## src/hw/rtl/cra_pkg.sv

```systemverilog
`default_nettype none

package cra_pkg;

   localparam int ADDR_W          = 20;
   localparam int HANDLE_W        = 6;
   localparam int STATUS_W        = 3;
   localparam int ROW_W           = 13;
   localparam int COORD_W         = 16;
   localparam int NUM_HANDLES_DEF = 32;
   localparam int WORD_BITS       = 32;
   localparam int WORD_SHIFT      = $clog2(WORD_BITS);
   // Row words and height of a rectangle, and the word count they give
   localparam int ROWS_W          = 13;
   localparam int HEIGHT_W        = COORD_W + 1;
   localparam int NWORDS_W        = (ROWS_W - 1) + COORD_W;

   localparam logic [ADDR_W-1:0] AREA_START_RST = ADDR_W'((90 * 1024) / 4);
   localparam logic [ADDR_W-1:0] AREA_END_RST   = ADDR_W'((156 * 1024 - 1024) / 4);

   // Configuration register indexes
   localparam logic REG_AREA_START = 1'b0;
   localparam logic REG_AREA_END   = 1'b1;

   // Command codes
   localparam logic CMD_ALLOC = 1'b0;
   localparam logic CMD_FREE  = 1'b1;

   // Result kinds
   localparam logic KIND_MOVE  = 1'b0;
   localparam logic KIND_FINAL = 1'b1;

   // Result status codes
   localparam logic [STATUS_W-1:0] ST_OK         = 3'd0;
   localparam logic [STATUS_W-1:0] ST_NO_HANDLE  = 3'd1;
   localparam logic [STATUS_W-1:0] ST_NO_SPACE   = 3'd2;
   localparam logic [STATUS_W-1:0] ST_BAD_SIZE   = 3'd3;
   localparam logic [STATUS_W-1:0] ST_BAD_HANDLE = 3'd4;

   // Result selection from the controller
   localparam int EM_W = 3;
   localparam logic [EM_W-1:0] EM_FREE      = 3'd0;
   localparam logic [EM_W-1:0] EM_NO_HANDLE = 3'd1;
   localparam logic [EM_W-1:0] EM_BAD_SIZE  = 3'd2;
   localparam logic [EM_W-1:0] EM_NO_SPACE  = 3'd3;
   localparam logic [EM_W-1:0] EM_ALLOC     = 3'd4;
   localparam logic [EM_W-1:0] EM_MOVE      = 3'd5;

   typedef struct packed {
      logic            load;
      logic            hnext;
      logic            comp_init;
      logic            scan_init;
      logic            scan_rd;
      logic            pick_apply;
      logic            comp_end;
      logic            emit;
      logic [EM_W-1:0] emit_sel;
   } dp_cmd_type;

   typedef struct packed {
      logic hfree;
      logic hlast;
      logic bad_size;
      logic fits;
      logic scan_last;
      logic pick_found;
      logic pick_moves;
   } dp_stat_type;

endpackage

`default_nettype wire

```

## src/hw/rtl/cra_ram.sv

```systemverilog
`default_nettype none

module cra_ram #(
   parameter int WIDTH = 40,
   parameter int DEPTH = 32
) (
   input  wire logic                                    clock,
   input  wire logic                                    wr_en,
   input  wire logic [((DEPTH > 1) ? $clog2(DEPTH) : 1)-1:0] wr_addr,
   input  wire logic [WIDTH-1:0]                        wr_data,
   input  wire logic                                    rd_en,
   input  wire logic [((DEPTH > 1) ? $clog2(DEPTH) : 1)-1:0] rd_addr,
   output      logic [WIDTH-1:0]                        rd_data
);

   logic [WIDTH-1:0] mem_ff [DEPTH];
   logic [WIDTH-1:0] rd_data_ff;

   always_ff @(posedge clock) begin
      if (wr_en) begin
         mem_ff[wr_addr] <= wr_data;
      end
      if (rd_en) begin
         rd_data_ff <= mem_ff[rd_addr];
      end
   end

   assign rd_data = rd_data_ff;

endmodule

`default_nettype wire

```

## src/hw/rtl/cra_ctrl.sv

```systemverilog
`default_nettype none

module cra_ctrl import cra_pkg::*; (
   input  wire logic        clock,
   input  wire logic        reset,
   input  wire logic        start,
   input  wire logic        req_cmd,
   output      logic        busy,
   input  wire dp_stat_type stat,
   output      dp_cmd_type  cmd
);

   localparam logic [3:0] S_IDLE   = 4'd0;
   localparam logic [3:0] S_FREE   = 4'd1;
   localparam logic [3:0] S_FIND   = 4'd2;
   localparam logic [3:0] S_SIZE   = 4'd3;
   localparam logic [3:0] S_CHECK  = 4'd4;
   localparam logic [3:0] S_ALLOC  = 4'd5;
   localparam logic [3:0] S_CSTART = 4'd6;
   localparam logic [3:0] S_SCAN   = 4'd7;
   localparam logic [3:0] S_SDRAIN = 4'd8;
   localparam logic [3:0] S_PICK   = 4'd9;
   localparam logic [3:0] S_SETTLE = 4'd10;

   logic [3:0] state_ff, state_in;
   logic       compacted_ff, compacted_in;

   always_comb begin
      state_in     = state_ff;
      compacted_in = compacted_ff;
      cmd          = '0;
      case (state_ff)
         S_IDLE: begin
            if (start) begin
               cmd.load     = 1'b1;
               compacted_in = 1'b0;
               state_in     = (req_cmd == CMD_FREE) ? S_FREE : S_FIND;
            end
         end
         S_FREE: begin
            cmd.emit     = 1'b1;
            cmd.emit_sel = EM_FREE;
            state_in     = S_IDLE;
         end
         S_FIND: begin
            if (stat.hfree) begin
               state_in = S_SIZE;
            end else if (stat.hlast) begin
               cmd.emit     = 1'b1;
               cmd.emit_sel = EM_NO_HANDLE;
               state_in     = S_IDLE;
            end else begin
               cmd.hnext = 1'b1;
            end
         end
         S_SIZE: begin
            // wait for the word count product
            state_in = S_CHECK;
         end
         S_CHECK: begin
            if (stat.bad_size) begin
               cmd.emit     = 1'b1;
               cmd.emit_sel = EM_BAD_SIZE;
               state_in     = S_IDLE;
            end else if (stat.fits) begin
               state_in = S_ALLOC;
            end else if (compacted_ff) begin
               cmd.emit     = 1'b1;
               cmd.emit_sel = EM_NO_SPACE;
               state_in     = S_IDLE;
            end else begin
               compacted_in = 1'b1;
               state_in     = S_CSTART;
            end
         end
         S_ALLOC: begin
            cmd.emit     = 1'b1;
            cmd.emit_sel = EM_ALLOC;
            state_in     = S_IDLE;
         end
         S_CSTART: begin
            cmd.comp_init = 1'b1;
            cmd.scan_init = 1'b1;
            state_in      = S_SCAN;
         end
         S_SCAN: begin
            cmd.scan_rd = 1'b1;
            if (stat.scan_last) begin
               state_in = S_SDRAIN;
            end
         end
         S_SDRAIN: begin
            // last table read still in flight
            state_in = S_PICK;
         end
         S_PICK: begin
            if (stat.pick_found) begin
               cmd.pick_apply = 1'b1;
               cmd.scan_init  = 1'b1;
               cmd.emit       = stat.pick_moves;
               cmd.emit_sel   = EM_MOVE;
               state_in       = S_SCAN;
            end else begin
               cmd.comp_end = 1'b1;
               state_in     = S_SETTLE;
            end
         end
         S_SETTLE: begin
            // let the free space register follow the new bump pointer
            state_in = S_CHECK;
         end
         default: begin
            state_in = S_IDLE;
         end
      endcase
   end

   always_ff @(posedge clock) begin
      if (reset) begin
         state_ff     <= S_IDLE;
         compacted_ff <= 1'b0;
      end else begin
         state_ff     <= state_in;
         compacted_ff <= compacted_in;
      end
   end

   assign busy = (state_ff != S_IDLE);

endmodule

`default_nettype wire

```

## src/hw/rtl/cra_dp.sv

```systemverilog
`default_nettype none

module cra_dp import cra_pkg::*; #(
   parameter int NUM_HANDLES = NUM_HANDLES_DEF
) (
   input  wire logic                       clock,
   input  wire logic                       reset,
   input  wire logic signed [COORD_W-1:0]  req_origin_x,
   input  wire logic signed [COORD_W-1:0]  req_origin_y,
   input  wire logic signed [COORD_W-1:0]  req_corner_x,
   input  wire logic signed [COORD_W-1:0]  req_corner_y,
   input  wire logic [HANDLE_W-1:0]        req_free_handle,
   input  wire logic                       csr_valid,
   input  wire logic                       csr_index,
   input  wire logic [ADDR_W-1:0]          csr_data,
   input  wire dp_cmd_type                 cmd,
   output      dp_stat_type                stat,
   output      logic                       rsp_valid,
   output      logic                       rsp_kind,
   output      logic [STATUS_W-1:0]        rsp_status,
   output      logic [HANDLE_W-1:0]        rsp_handle,
   output      logic [ADDR_W-1:0]          rsp_base_addr,
   output      logic [ADDR_W-1:0]          rsp_src_addr,
   output      logic [ADDR_W-1:0]          rsp_word_count,
   output      logic [ROW_W-1:0]           rsp_row_words,
   output      logic                       rsp_last
);

   localparam int IDX_W = (NUM_HANDLES > 1) ? $clog2(NUM_HANDLES) : 1;
   localparam logic [IDX_W-1:0] LAST_IDX = IDX_W'(NUM_HANDLES - 1);
   localparam logic signed [HEIGHT_W-1:0] ROUND_UP = HEIGHT_W'(WORD_BITS - 1);
   localparam int ENTRY_W = 2 * ADDR_W;

   // Area configuration and bump pointer
   logic [ADDR_W-1:0] area_start_ff, area_end_ff;
   logic [ADDR_W-1:0] next_free_ff;
   logic [ADDR_W-1:0] space_left_ff, space_left_in;

   // Captured transaction
   logic signed [COORD_W-1:0] ox_ff, oy_ff, cx_ff, cy_ff;
   logic [HANDLE_W-1:0]       fh_ff;
   logic                      fh_ok;
   logic [IDX_W-1:0]          fh_idx;

   // Sizing
   logic signed [HEIGHT_W-1:0] ox_ext, cx_ext, oy_ext, cy_ext;
   logic signed [HEIGHT_W-1:0] lq, rq, rows_full;
   logic signed [ROWS_W-1:0]   rows_ff, rows_in;
   logic signed [HEIGHT_W-1:0] height_ff, height_in;
   logic [NWORDS_W-1:0]        nwords_ff, nwords_in;

   // Handle table
   logic [NUM_HANDLES-1:0] valid_ff;
   logic [NUM_HANDLES-1:0] done_ff;
   logic [IDX_W-1:0]       hidx_ff;

   // Compaction walk
   logic [IDX_W-1:0]   scan_idx_ff, rd_idx_ff, pick_idx_ff;
   logic               rd_v_ff, pick_found_ff;
   logic [ADDR_W-1:0]  w_ff, low_ff, pick_base_ff, pick_size_ff;
   logic [ADDR_W-1:0]  rd_base, rd_size;
   logic               cand;

   // Table memory port
   logic               ram_we;
   logic [IDX_W-1:0]   ram_waddr;
   logic [ENTRY_W-1:0] ram_wdata, ram_rdata;

   // Result register
   logic                rsp_valid_ff, rsp_valid_in;
   logic                rsp_kind_ff, rsp_kind_in;
   logic [STATUS_W-1:0] rsp_status_ff, rsp_status_in;
   logic [HANDLE_W-1:0] rsp_handle_ff, rsp_handle_in;
   logic [ADDR_W-1:0]   rsp_base_ff, rsp_base_in;
   logic [ADDR_W-1:0]   rsp_src_ff, rsp_src_in;
   logic [ADDR_W-1:0]   rsp_count_ff, rsp_count_in;
   logic [ROW_W-1:0]    rsp_rows_ff, rsp_rows_in;

   logic do_alloc;

   always_ff @(posedge clock) begin
      if (reset) begin
         area_start_ff <= AREA_START_RST;
         area_end_ff   <= AREA_END_RST;
      end else if (csr_valid) begin
         if (csr_index == REG_AREA_START) begin
            area_start_ff <= csr_data;
         end
         if (csr_index == REG_AREA_END) begin
            area_end_ff <= csr_data;
         end
      end
   end

   always_ff @(posedge clock) begin
      if (cmd.load) begin
         ox_ff <= req_origin_x;
         oy_ff <= req_origin_y;
         cx_ff <= req_corner_x;
         cy_ff <= req_corner_y;
         fh_ff <= req_free_handle;
      end
   end

   assign fh_ok  = ({1'b0, fh_ff} < (HANDLE_W + 1)'(NUM_HANDLES));
   assign fh_idx = fh_ff[IDX_W-1:0];

   // Align the left edge down and the right edge up to whole words
   always_comb begin
      ox_ext    = {ox_ff[COORD_W-1], ox_ff};
      cx_ext    = {cx_ff[COORD_W-1], cx_ff};
      oy_ext    = {oy_ff[COORD_W-1], oy_ff};
      cy_ext    = {cy_ff[COORD_W-1], cy_ff};
      lq        = ox_ext >>> WORD_SHIFT;
      rq        = (cx_ext + ROUND_UP) >>> WORD_SHIFT;
      rows_full = rq - lq;
      rows_in   = rows_full[ROWS_W-1:0];
      height_in = cy_ext - oy_ext;
      nwords_in = NWORDS_W'(rows_ff[ROWS_W-2:0]) * NWORDS_W'(height_ff[COORD_W-1:0]);
      space_left_in = (area_end_ff > next_free_ff) ? (area_end_ff - next_free_ff) : '0;
   end

   always_ff @(posedge clock) begin
      rows_ff       <= rows_in;
      height_ff     <= height_in;
      nwords_ff     <= nwords_in;
      space_left_ff <= space_left_in;
   end

   assign do_alloc = cmd.emit && (cmd.emit_sel == EM_ALLOC);

   always_ff @(posedge clock) begin
      if (reset) begin
         valid_ff <= '0;
      end else begin
         if (cmd.emit && (cmd.emit_sel == EM_FREE) && fh_ok) begin
            valid_ff[fh_idx] <= 1'b0;
         end
         if (do_alloc) begin
            valid_ff[hidx_ff] <= 1'b1;
         end
      end
   end

   always_ff @(posedge clock) begin
      if (cmd.load) begin
         hidx_ff <= '0;
      end else if (cmd.hnext) begin
         hidx_ff <= hidx_ff + 1'b1;
      end
   end

   always_ff @(posedge clock) begin
      if (reset) begin
         next_free_ff <= AREA_START_RST;
      end else if (cmd.comp_end) begin
         next_free_ff <= w_ff;
      end else if (do_alloc) begin
         next_free_ff <= next_free_ff + nwords_ff[ADDR_W-1:0];
      end
   end

   // Table reads come back registered, in the cycle after the address
   assign rd_base = ram_rdata[ENTRY_W-1:ADDR_W];
   assign rd_size = ram_rdata[ADDR_W-1:0];
   assign cand    = rd_v_ff && valid_ff[rd_idx_ff] && !done_ff[rd_idx_ff] &&
                    (rd_base >= w_ff) && (rd_base < low_ff);

   always_ff @(posedge clock) begin
      if (reset) begin
         rd_v_ff <= 1'b0;
         done_ff <= '0;
      end else begin
         rd_v_ff <= cmd.scan_rd;
         if (cmd.comp_init) begin
            done_ff <= '0;
         end else if (cmd.pick_apply) begin
            done_ff[pick_idx_ff] <= 1'b1;
         end
      end
   end

   always_ff @(posedge clock) begin
      rd_idx_ff <= scan_idx_ff;
      if (cmd.comp_init) begin
         w_ff <= area_start_ff;
      end else if (cmd.pick_apply) begin
         w_ff <= w_ff + pick_size_ff;
      end
      if (cmd.scan_init) begin
         scan_idx_ff   <= '0;
         low_ff        <= next_free_ff;
         pick_found_ff <= 1'b0;
      end else begin
         if (cmd.scan_rd) begin
            scan_idx_ff <= scan_idx_ff + 1'b1;
         end
         // keep the lowest base; the earlier handle wins a tie
         if (cand) begin
            low_ff        <= rd_base;
            pick_idx_ff   <= rd_idx_ff;
            pick_base_ff  <= rd_base;
            pick_size_ff  <= rd_size;
            pick_found_ff <= 1'b1;
         end
      end
   end

   always_comb begin
      ram_we    = 1'b0;
      ram_waddr = pick_idx_ff;
      ram_wdata = {w_ff, pick_size_ff};
      if (cmd.pick_apply) begin
         ram_we = 1'b1;
      end else if (do_alloc) begin
         ram_we    = 1'b1;
         ram_waddr = hidx_ff;
         ram_wdata = {next_free_ff, nwords_ff[ADDR_W-1:0]};
      end
   end

   cra_ram #(
      .WIDTH (ENTRY_W),
      .DEPTH (NUM_HANDLES)
   ) u_table (
      .clock   (clock),
      .wr_en   (ram_we),
      .wr_addr (ram_waddr),
      .wr_data (ram_wdata),
      .rd_en   (cmd.scan_rd),
      .rd_addr (scan_idx_ff),
      .rd_data (ram_rdata)
   );

   always_comb begin
      rsp_valid_in  = cmd.emit;
      rsp_kind_in   = KIND_FINAL;
      rsp_status_in = ST_OK;
      rsp_handle_in = HANDLE_W'(hidx_ff);
      rsp_base_in   = '0;
      rsp_src_in    = '0;
      rsp_count_in  = '0;
      rsp_rows_in   = '0;
      case (cmd.emit_sel)
         EM_FREE: begin
            rsp_handle_in = fh_ff;
            rsp_status_in = fh_ok ? ST_OK : ST_BAD_HANDLE;
         end
         EM_NO_HANDLE: begin
            rsp_status_in = ST_NO_HANDLE;
            rsp_handle_in = '0;
         end
         EM_BAD_SIZE: begin
            rsp_status_in = ST_BAD_SIZE;
         end
         EM_NO_SPACE: begin
            rsp_status_in = ST_NO_SPACE;
         end
         EM_ALLOC: begin
            rsp_base_in  = next_free_ff;
            rsp_count_in = nwords_ff[ADDR_W-1:0];
            rsp_rows_in  = rows_ff;
         end
         EM_MOVE: begin
            rsp_kind_in   = KIND_MOVE;
            rsp_handle_in = HANDLE_W'(pick_idx_ff);
            rsp_base_in   = w_ff;
            rsp_src_in    = pick_base_ff;
            rsp_count_in  = pick_size_ff;
         end
         default: begin
            rsp_valid_in = 1'b0;
         end
      endcase
   end

   always_ff @(posedge clock) begin
      if (reset) begin
         rsp_valid_ff <= 1'b0;
      end else begin
         rsp_valid_ff <= rsp_valid_in;
      end
   end

   always_ff @(posedge clock) begin
      rsp_kind_ff   <= rsp_kind_in;
      rsp_status_ff <= rsp_status_in;
      rsp_handle_ff <= rsp_handle_in;
      rsp_base_ff   <= rsp_base_in;
      rsp_src_ff    <= rsp_src_in;
      rsp_count_ff  <= rsp_count_in;
      rsp_rows_ff   <= rsp_rows_in;
   end

   always_comb begin
      stat.hfree      = !valid_ff[hidx_ff];
      stat.hlast      = (hidx_ff == LAST_IDX);
      stat.bad_size   = rows_ff[ROWS_W-1] || (rows_ff == '0) ||
                        height_ff[HEIGHT_W-1] || (height_ff == '0);
      stat.fits       = (nwords_ff <= NWORDS_W'(space_left_ff));
      stat.scan_last  = (scan_idx_ff == LAST_IDX);
      stat.pick_found = pick_found_ff;
      stat.pick_moves = (pick_base_ff != w_ff);
   end

   assign rsp_valid      = rsp_valid_ff;
   assign rsp_kind       = rsp_kind_ff;
   assign rsp_status     = rsp_status_ff;
   assign rsp_handle     = rsp_handle_ff;
   assign rsp_base_addr  = rsp_base_ff;
   assign rsp_src_addr   = rsp_src_ff;
   assign rsp_word_count = rsp_count_ff;
   assign rsp_row_words  = rsp_rows_ff;
   assign rsp_last       = rsp_kind_ff;

endmodule

`default_nettype wire

```

## src/hw/rtl/compacting_region_allocator_top.sv

```systemverilog
`default_nettype none

// Region allocator with a bump pointer and one-shot sliding compaction.
// Command channel: a transaction is taken when start is high and busy is low;
// req_cmd selects allocate (rectangle in req_origin_*/req_corner_*) or free
// (req_free_handle). busy stays high until the final result has been issued.
// Result channel: rsp_valid marks each result for exactly one cycle and it
// must be taken then. An allocation that needs compaction first issues one
// move result (rsp_kind 0) per region that slides down, for an external
// copier, then the final result with rsp_last set.
// Configuration: csr_index/csr_data write area_start (0) or area_end (1);
// csr_ready drops while busy, so writes are taken only while idle.
// Sequence: a free issues its result from S_FREE. An allocation inspects one
// handle per cycle in the free-handle search, then sizes the rectangle and
// checks the space. Compaction walks the whole handle table memory once per live
// region in the area, and once more to find that none is left.
// Reset clears every handle, restores the area registers and sets the bump
// pointer to area_start; no clearing pass is needed.
module compacting_region_allocator_top import cra_pkg::*; #(
   parameter int NUM_HANDLES = NUM_HANDLES_DEF
) (
   input  wire logic                      clock,
   input  wire logic                      reset,
   input  wire logic                      start,
   output      logic                      busy,
   input  wire logic                      req_cmd,
   input  wire logic signed [COORD_W-1:0] req_origin_x,
   input  wire logic signed [COORD_W-1:0] req_origin_y,
   input  wire logic signed [COORD_W-1:0] req_corner_x,
   input  wire logic signed [COORD_W-1:0] req_corner_y,
   input  wire logic [HANDLE_W-1:0]       req_free_handle,
   input  wire logic                      csr_valid,
   output      logic                      csr_ready,
   input  wire logic                      csr_index,
   input  wire logic [ADDR_W-1:0]         csr_data,
   output      logic                      rsp_valid,
   output      logic                      rsp_kind,
   output      logic [STATUS_W-1:0]       rsp_status,
   output      logic [HANDLE_W-1:0]       rsp_handle,
   output      logic [ADDR_W-1:0]         rsp_base_addr,
   output      logic [ADDR_W-1:0]         rsp_src_addr,
   output      logic [ADDR_W-1:0]         rsp_word_count,
   output      logic [ROW_W-1:0]          rsp_row_words,
   output      logic                      rsp_last
);

   dp_cmd_type  cmd;
   dp_stat_type stat;

   assign csr_ready = !busy;

   cra_ctrl u_ctrl (
      .clock   (clock),
      .reset   (reset),
      .start   (start),
      .req_cmd (req_cmd),
      .busy    (busy),
      .stat    (stat),
      .cmd     (cmd)
   );

   cra_dp #(
      .NUM_HANDLES (NUM_HANDLES)
   ) u_dp (
      .clock           (clock),
      .reset           (reset),
      .req_origin_x    (req_origin_x),
      .req_origin_y    (req_origin_y),
      .req_corner_x    (req_corner_x),
      .req_corner_y    (req_corner_y),
      .req_free_handle (req_free_handle),
      .csr_valid       (csr_valid && csr_ready),
      .csr_index       (csr_index),
      .csr_data        (csr_data),
      .cmd             (cmd),
      .stat            (stat),
      .rsp_valid       (rsp_valid),
      .rsp_kind        (rsp_kind),
      .rsp_status      (rsp_status),
      .rsp_handle      (rsp_handle),
      .rsp_base_addr   (rsp_base_addr),
      .rsp_src_addr    (rsp_src_addr),
      .rsp_word_count  (rsp_word_count),
      .rsp_row_words   (rsp_row_words),
      .rsp_last        (rsp_last)
   );

`ifndef SYNTH
   // The final result ends the transaction in the same cycle
   a_final_idle: assert property (@(posedge clock) disable iff (reset)
      rsp_valid && rsp_last |-> !busy)
      else $error("final result issued while still busy");

   // Moves only occur in the middle of a compaction
   a_move_busy: assert property (@(posedge clock) disable iff (reset)
      rsp_valid && !rsp_last |-> busy && (rsp_status == ST_OK) && (rsp_kind == KIND_MOVE))
      else $error("move result outside a compaction");

   // An accepted transaction always occupies the block for the next cycle
   a_accept_busy: assert property (@(posedge clock) disable iff (reset)
      start && !busy |=> busy)
      else $error("accepted transaction did not raise busy");

   // Failed commands carry no region
   a_fail_empty: assert property (@(posedge clock) disable iff (reset)
      rsp_valid && rsp_last && (rsp_status != ST_OK) |->
         (rsp_word_count == '0) && (rsp_base_addr == '0) && (rsp_row_words == '0))
      else $error("failed command reports a region");
`endif

endmodule

`default_nettype wire

```

## config.mk

```make
export PLATFORM = sky130hd
export DESIGN_NAME = compacting_region_allocator_top
export DESIGN_NICKNAME = d
export VERILOG_FILES = /design/src/hw/rtl/cra_pkg.sv /design/src/hw/rtl/cra_ram.sv /design/src/hw/rtl/cra_ctrl.sv /design/src/hw/rtl/cra_dp.sv /design/src/hw/rtl/compacting_region_allocator_top.sv
export SDC_FILE = /design/constraint.sdc
export NUM_CORES = 2
export LEC_CHECK = 0
export BUFFER_PORTS_ARGS = -buffer_cell sky130_fd_sc_hd__clkbuf_2
export CORE_MARGIN = 1.5
export CORE_UTILIZATION = 67
export CTS_CLUSTER_DIAMETER = 50
export DETAILED_ROUTE_END_ITERATION = 12
export MAX_ROUTING_LAYER = met4
export PLACE_DENSITY_LB_ADDON = 0.2
export SYNTH_ARGS = -nofsm -noshare
export SYNTH_HDL_FRONTEND = slang
export SYNTH_SLANG_ARGS = --single-unit
```

## constraint.sdc

```tcl
create_clock -name clock -period 16.03 [get_ports clock]
set_input_delay 3.206 -clock clock [delete_from_list [all_inputs] [get_ports clock]]
set_output_delay 3.206 -clock clock [all_outputs]
set_load 0.03 [all_outputs]
```

==> flow_summary.json <==
{
  "viasPerCell": 6.89,
  "h-tree-depth": 4,
  "clk_path_buf_depth": 3,
  "grt_max_degree": 121,
  "r2r_cells": 17,
  "cts_made_buffers": 177,
  "yosysUniqueCellTypes": 80,
  "post_cts_buffers": 0,
  "power_density_nw_per_um2": 220,
  "yosysTopAreaCell": "edfxtp_1",
  "ant_nets": 0,
  "fin_tns_setup_ns": 0,
  "hold_viol_final": 0,
  "hold_buffers": 0,
  "ys_warn_count": 0,
  "p_switching_mw": 7.30,
  "synth_nets": 5362,
  "status": "finished, final reports clean",
  "pwr-share-clk_pct": 22.0,
  "area_delta_synth_final_pct": 11.2,
  "track_usage_pct": 39.6,
  "syn_area_um2": 77300,
  "place_hpwl_um": 124000,
  "drcViolationCount": 0,
  "cp-start-kind": "flip-flop",
  "min_period_over_period_pct": 36.8,
  "drt_iter0_drc": 6703,
  "dieArea_um2": 117000,
  "period_needed_ns": 5.90,
  "pwr-share-comb_pct": 48.9,
  "worst-endpoint-required_ns": 16.65,
  "grt_overflow": 0,
  "final_common_cell": "edfxtp_1",
  "path_class": "flip-flop to flip-flop",
  "gp_congestion": 1.01,
  "rows": 124,
  "ctsRootBufferMaster": "clkbuf_16",
  "vdd_drop_max_v": 0.000763,
  "coreArea_um2": 114000,
  "initial_core_util_pct": 67.6,
  "final_cell_mix": "edfxtp_1, nand2_1, mux4_2",
  "cts.clk_slew.worst_paths_ns": 0.07,
  "nNetsFinal": 5572,
  "grt_pass1_wl_um": 317000,
  "synth-edff-count": 1470,
  "ys_ff_latch": 1778,
  "hp-class": "flip-flop to flip-flop",
  "postSynthAreaPerCell_um2": 15.8,
  "instances_no_fill": 6780,
  "critical_path.max_fanout": 18,
  "p_sw_share_pct": 38.7,
  "synthArstFlopShare_pct": 0,
  "synth_seq_area_share_pct": 65.1,
  "placed_cells": 6446,
  "power_leakage_nw": 30.0,
  "max_freq_mhz": 169,
  "drt-wirelength-per-cell_um": 32.6,
  "ys.flop_type": "edfxtp_1",
  "slew-limit-headroom_pct": 9.99,
  "worstMarginPinSlew_ns": 1.35,
  "io_pins": 183,
  "seqPwrFrac_pct": 29.1,
  "drv_cap": 0,
  "cp.arrival_ns": 6.52,
  "io_buffers": 177,
  "die_h_um": 343,
  "cts_resized": 0,
  "fp.dieW_um": 343,
  "fin_skew_ns": 0.0493,
  "cts_tree": "yes",
  "antenna_found_initial": 10,
  "rsz0062_at_grt": "no",
  "worstHoldPathCells": 0,
  "totalWireLength_um": 221000,
  "grt_pass1_vias": 45800,
  "postSynthCellCount": 4903,
  "drt_first_pass_iters": 6,
  "internal_power_mw": 11.6,
  "slew_violations": 0,
  "drive_gt1_share_pct": 19.7,
  "via_count": 46700,
  "whs_ns": 0.419,
  "clock-sinks": 1778,
  "crit_path_end_kind": "flip-flop",
  "setup_viol": 0,
  "clock_latency_ns": 0.81,
  "synth_top_area_share_pct": 57.1,
  "ys_top_cells_by_area": "edfxtp_1, mux4_2, dfxtp_1, fa_1, ha_1"
}
==> state kept, by name, indices dropped and copies added (netlist names), 28 cells and up <==
signal,cells
u_dp.valid_ff,32
u_dp.done_ff,32
u_dp.u_table.rd_data,40
u_dp.nwords_ff,28
u_dp.u_table.mem_ff,1280
==> final cells by class <==
type / instances / area (um2)
sequential: 1778 / 50300
inverter: 357 / 1340
clock buffer: 236 / 4900
tap: 1512 / 1890
antenna: 9 / 22.5
fill: 6588 / 28400
clock inverter: 89 / 870
timing repair buffer: 243 / 1420
multi-input combinational: 2556 / 25200
==> Yosys cell counts (all sizes together) (11+ instances only) <==
master	n
nor3b	17
and2	88
nand4	20
o211ai	12
and3	36
nor2	210
xor2	44
a211oi	15
ha	218
buf	44
a31oi	18
nor2b	23
mux2	40
o21ai	154
or3	15
nand3b	16
nand2	467
mux4	411
nand3	43
a21o	33
edfxtp	1470
dfxtp	308
clkbuf	168
nor4	18
a221oi	13
a21oi	198
a311oi	11
xnor2	68
fa	145
nand2b	26
nor3	47
inv	355
o21a	23
==> critical path, stage by stage, from the launching register on <==
cell and delay [ns]:
dfxtp_1 0.94, nand2_1 0.16, fa_1 0.56, fa_1 0.45
fa_1 0.56, inv_1 0.05, fa_1 0.48, inv_1 0.05
fa_1 0.48, inv_1 0.04, ha_1 0.20, or3_1 0.39
o21a_1 0.23, o2111ai_1 0.26, nand4_1 0.24, a31o_2 0.31
a21oi_1 0.14, o311ai_0 0.16
==> power groups by stage <==
stage	Sequential, mW	Clock (mW)	Combinational [mW]
floorplan	5.37	0	7.25
global placement	5.57	0	8.91
detailed placement	5.58	0	9.06
CTS	5.48	4.18	9.28
global route	5.49	4.33	10.5
finish	5.49	4.16	9.23
==> layer usage <==
layer | track usage, % | up-vias | routed length [um]
li1 | - | 18900 | -
met2 | 60.0 | 3761 | 104000
met4 | 17.5 | 0 | 10900
met3 | 8.41 | 614 | 28000
met5 | - | - | 0
met1 | 52.4 | 23500 | 77800
==> final timing paths <==
| path | start | end | slack [ns] |
|---|---|---|---|
| setup / recovery | u_dp.rows_ff[5] | u_dp.nwords_ff[26] | 10.13 |
| hold / removal | u_dp.u_table.rd_data[8] | u_dp.pick_size_ff[8] | 0.42 |
| setup reg to reg | u_dp.rows_ff[5] | u_dp.nwords_ff[26] | 10.13 |
| hold reg to reg | u_dp.u_table.rd_data[8] | u_dp.pick_size_ff[8] | 0.42 |
==> stage by stage <==
stage	utilization, %	setup WS, ns	cell area, um2	power (mW)
6_report	75.2	10.13	85900	18.9
5_1_grt	75.2	9.89	85900	20.3
4_1_cts	75.1	10.17	85900	18.9
3_5_place_dp	70.1	10.20	80100	14.6
3_3_place_gp	70.1	10.27	80100	14.5
2_1_floorplan	-	10.35	77300	12.6
==> cells by family (layout without fill, tap and decap cells) <==
family          count (synthesis)  count (layout)  share of synthesized area [%]
buf+inv                       569             925                           2.83
mux                           459             459                           12.7
other cells                     0               9                              0
flops                        1778            1778                           65.1
fa+ha+maj                     363             363                           7.28
simple gates                 1047            1047                           6.30
compound gates                575             575                           4.55
xor+xnor                      112             112                           1.27
No activity file was read; power rests on OpenSTA's default activity.
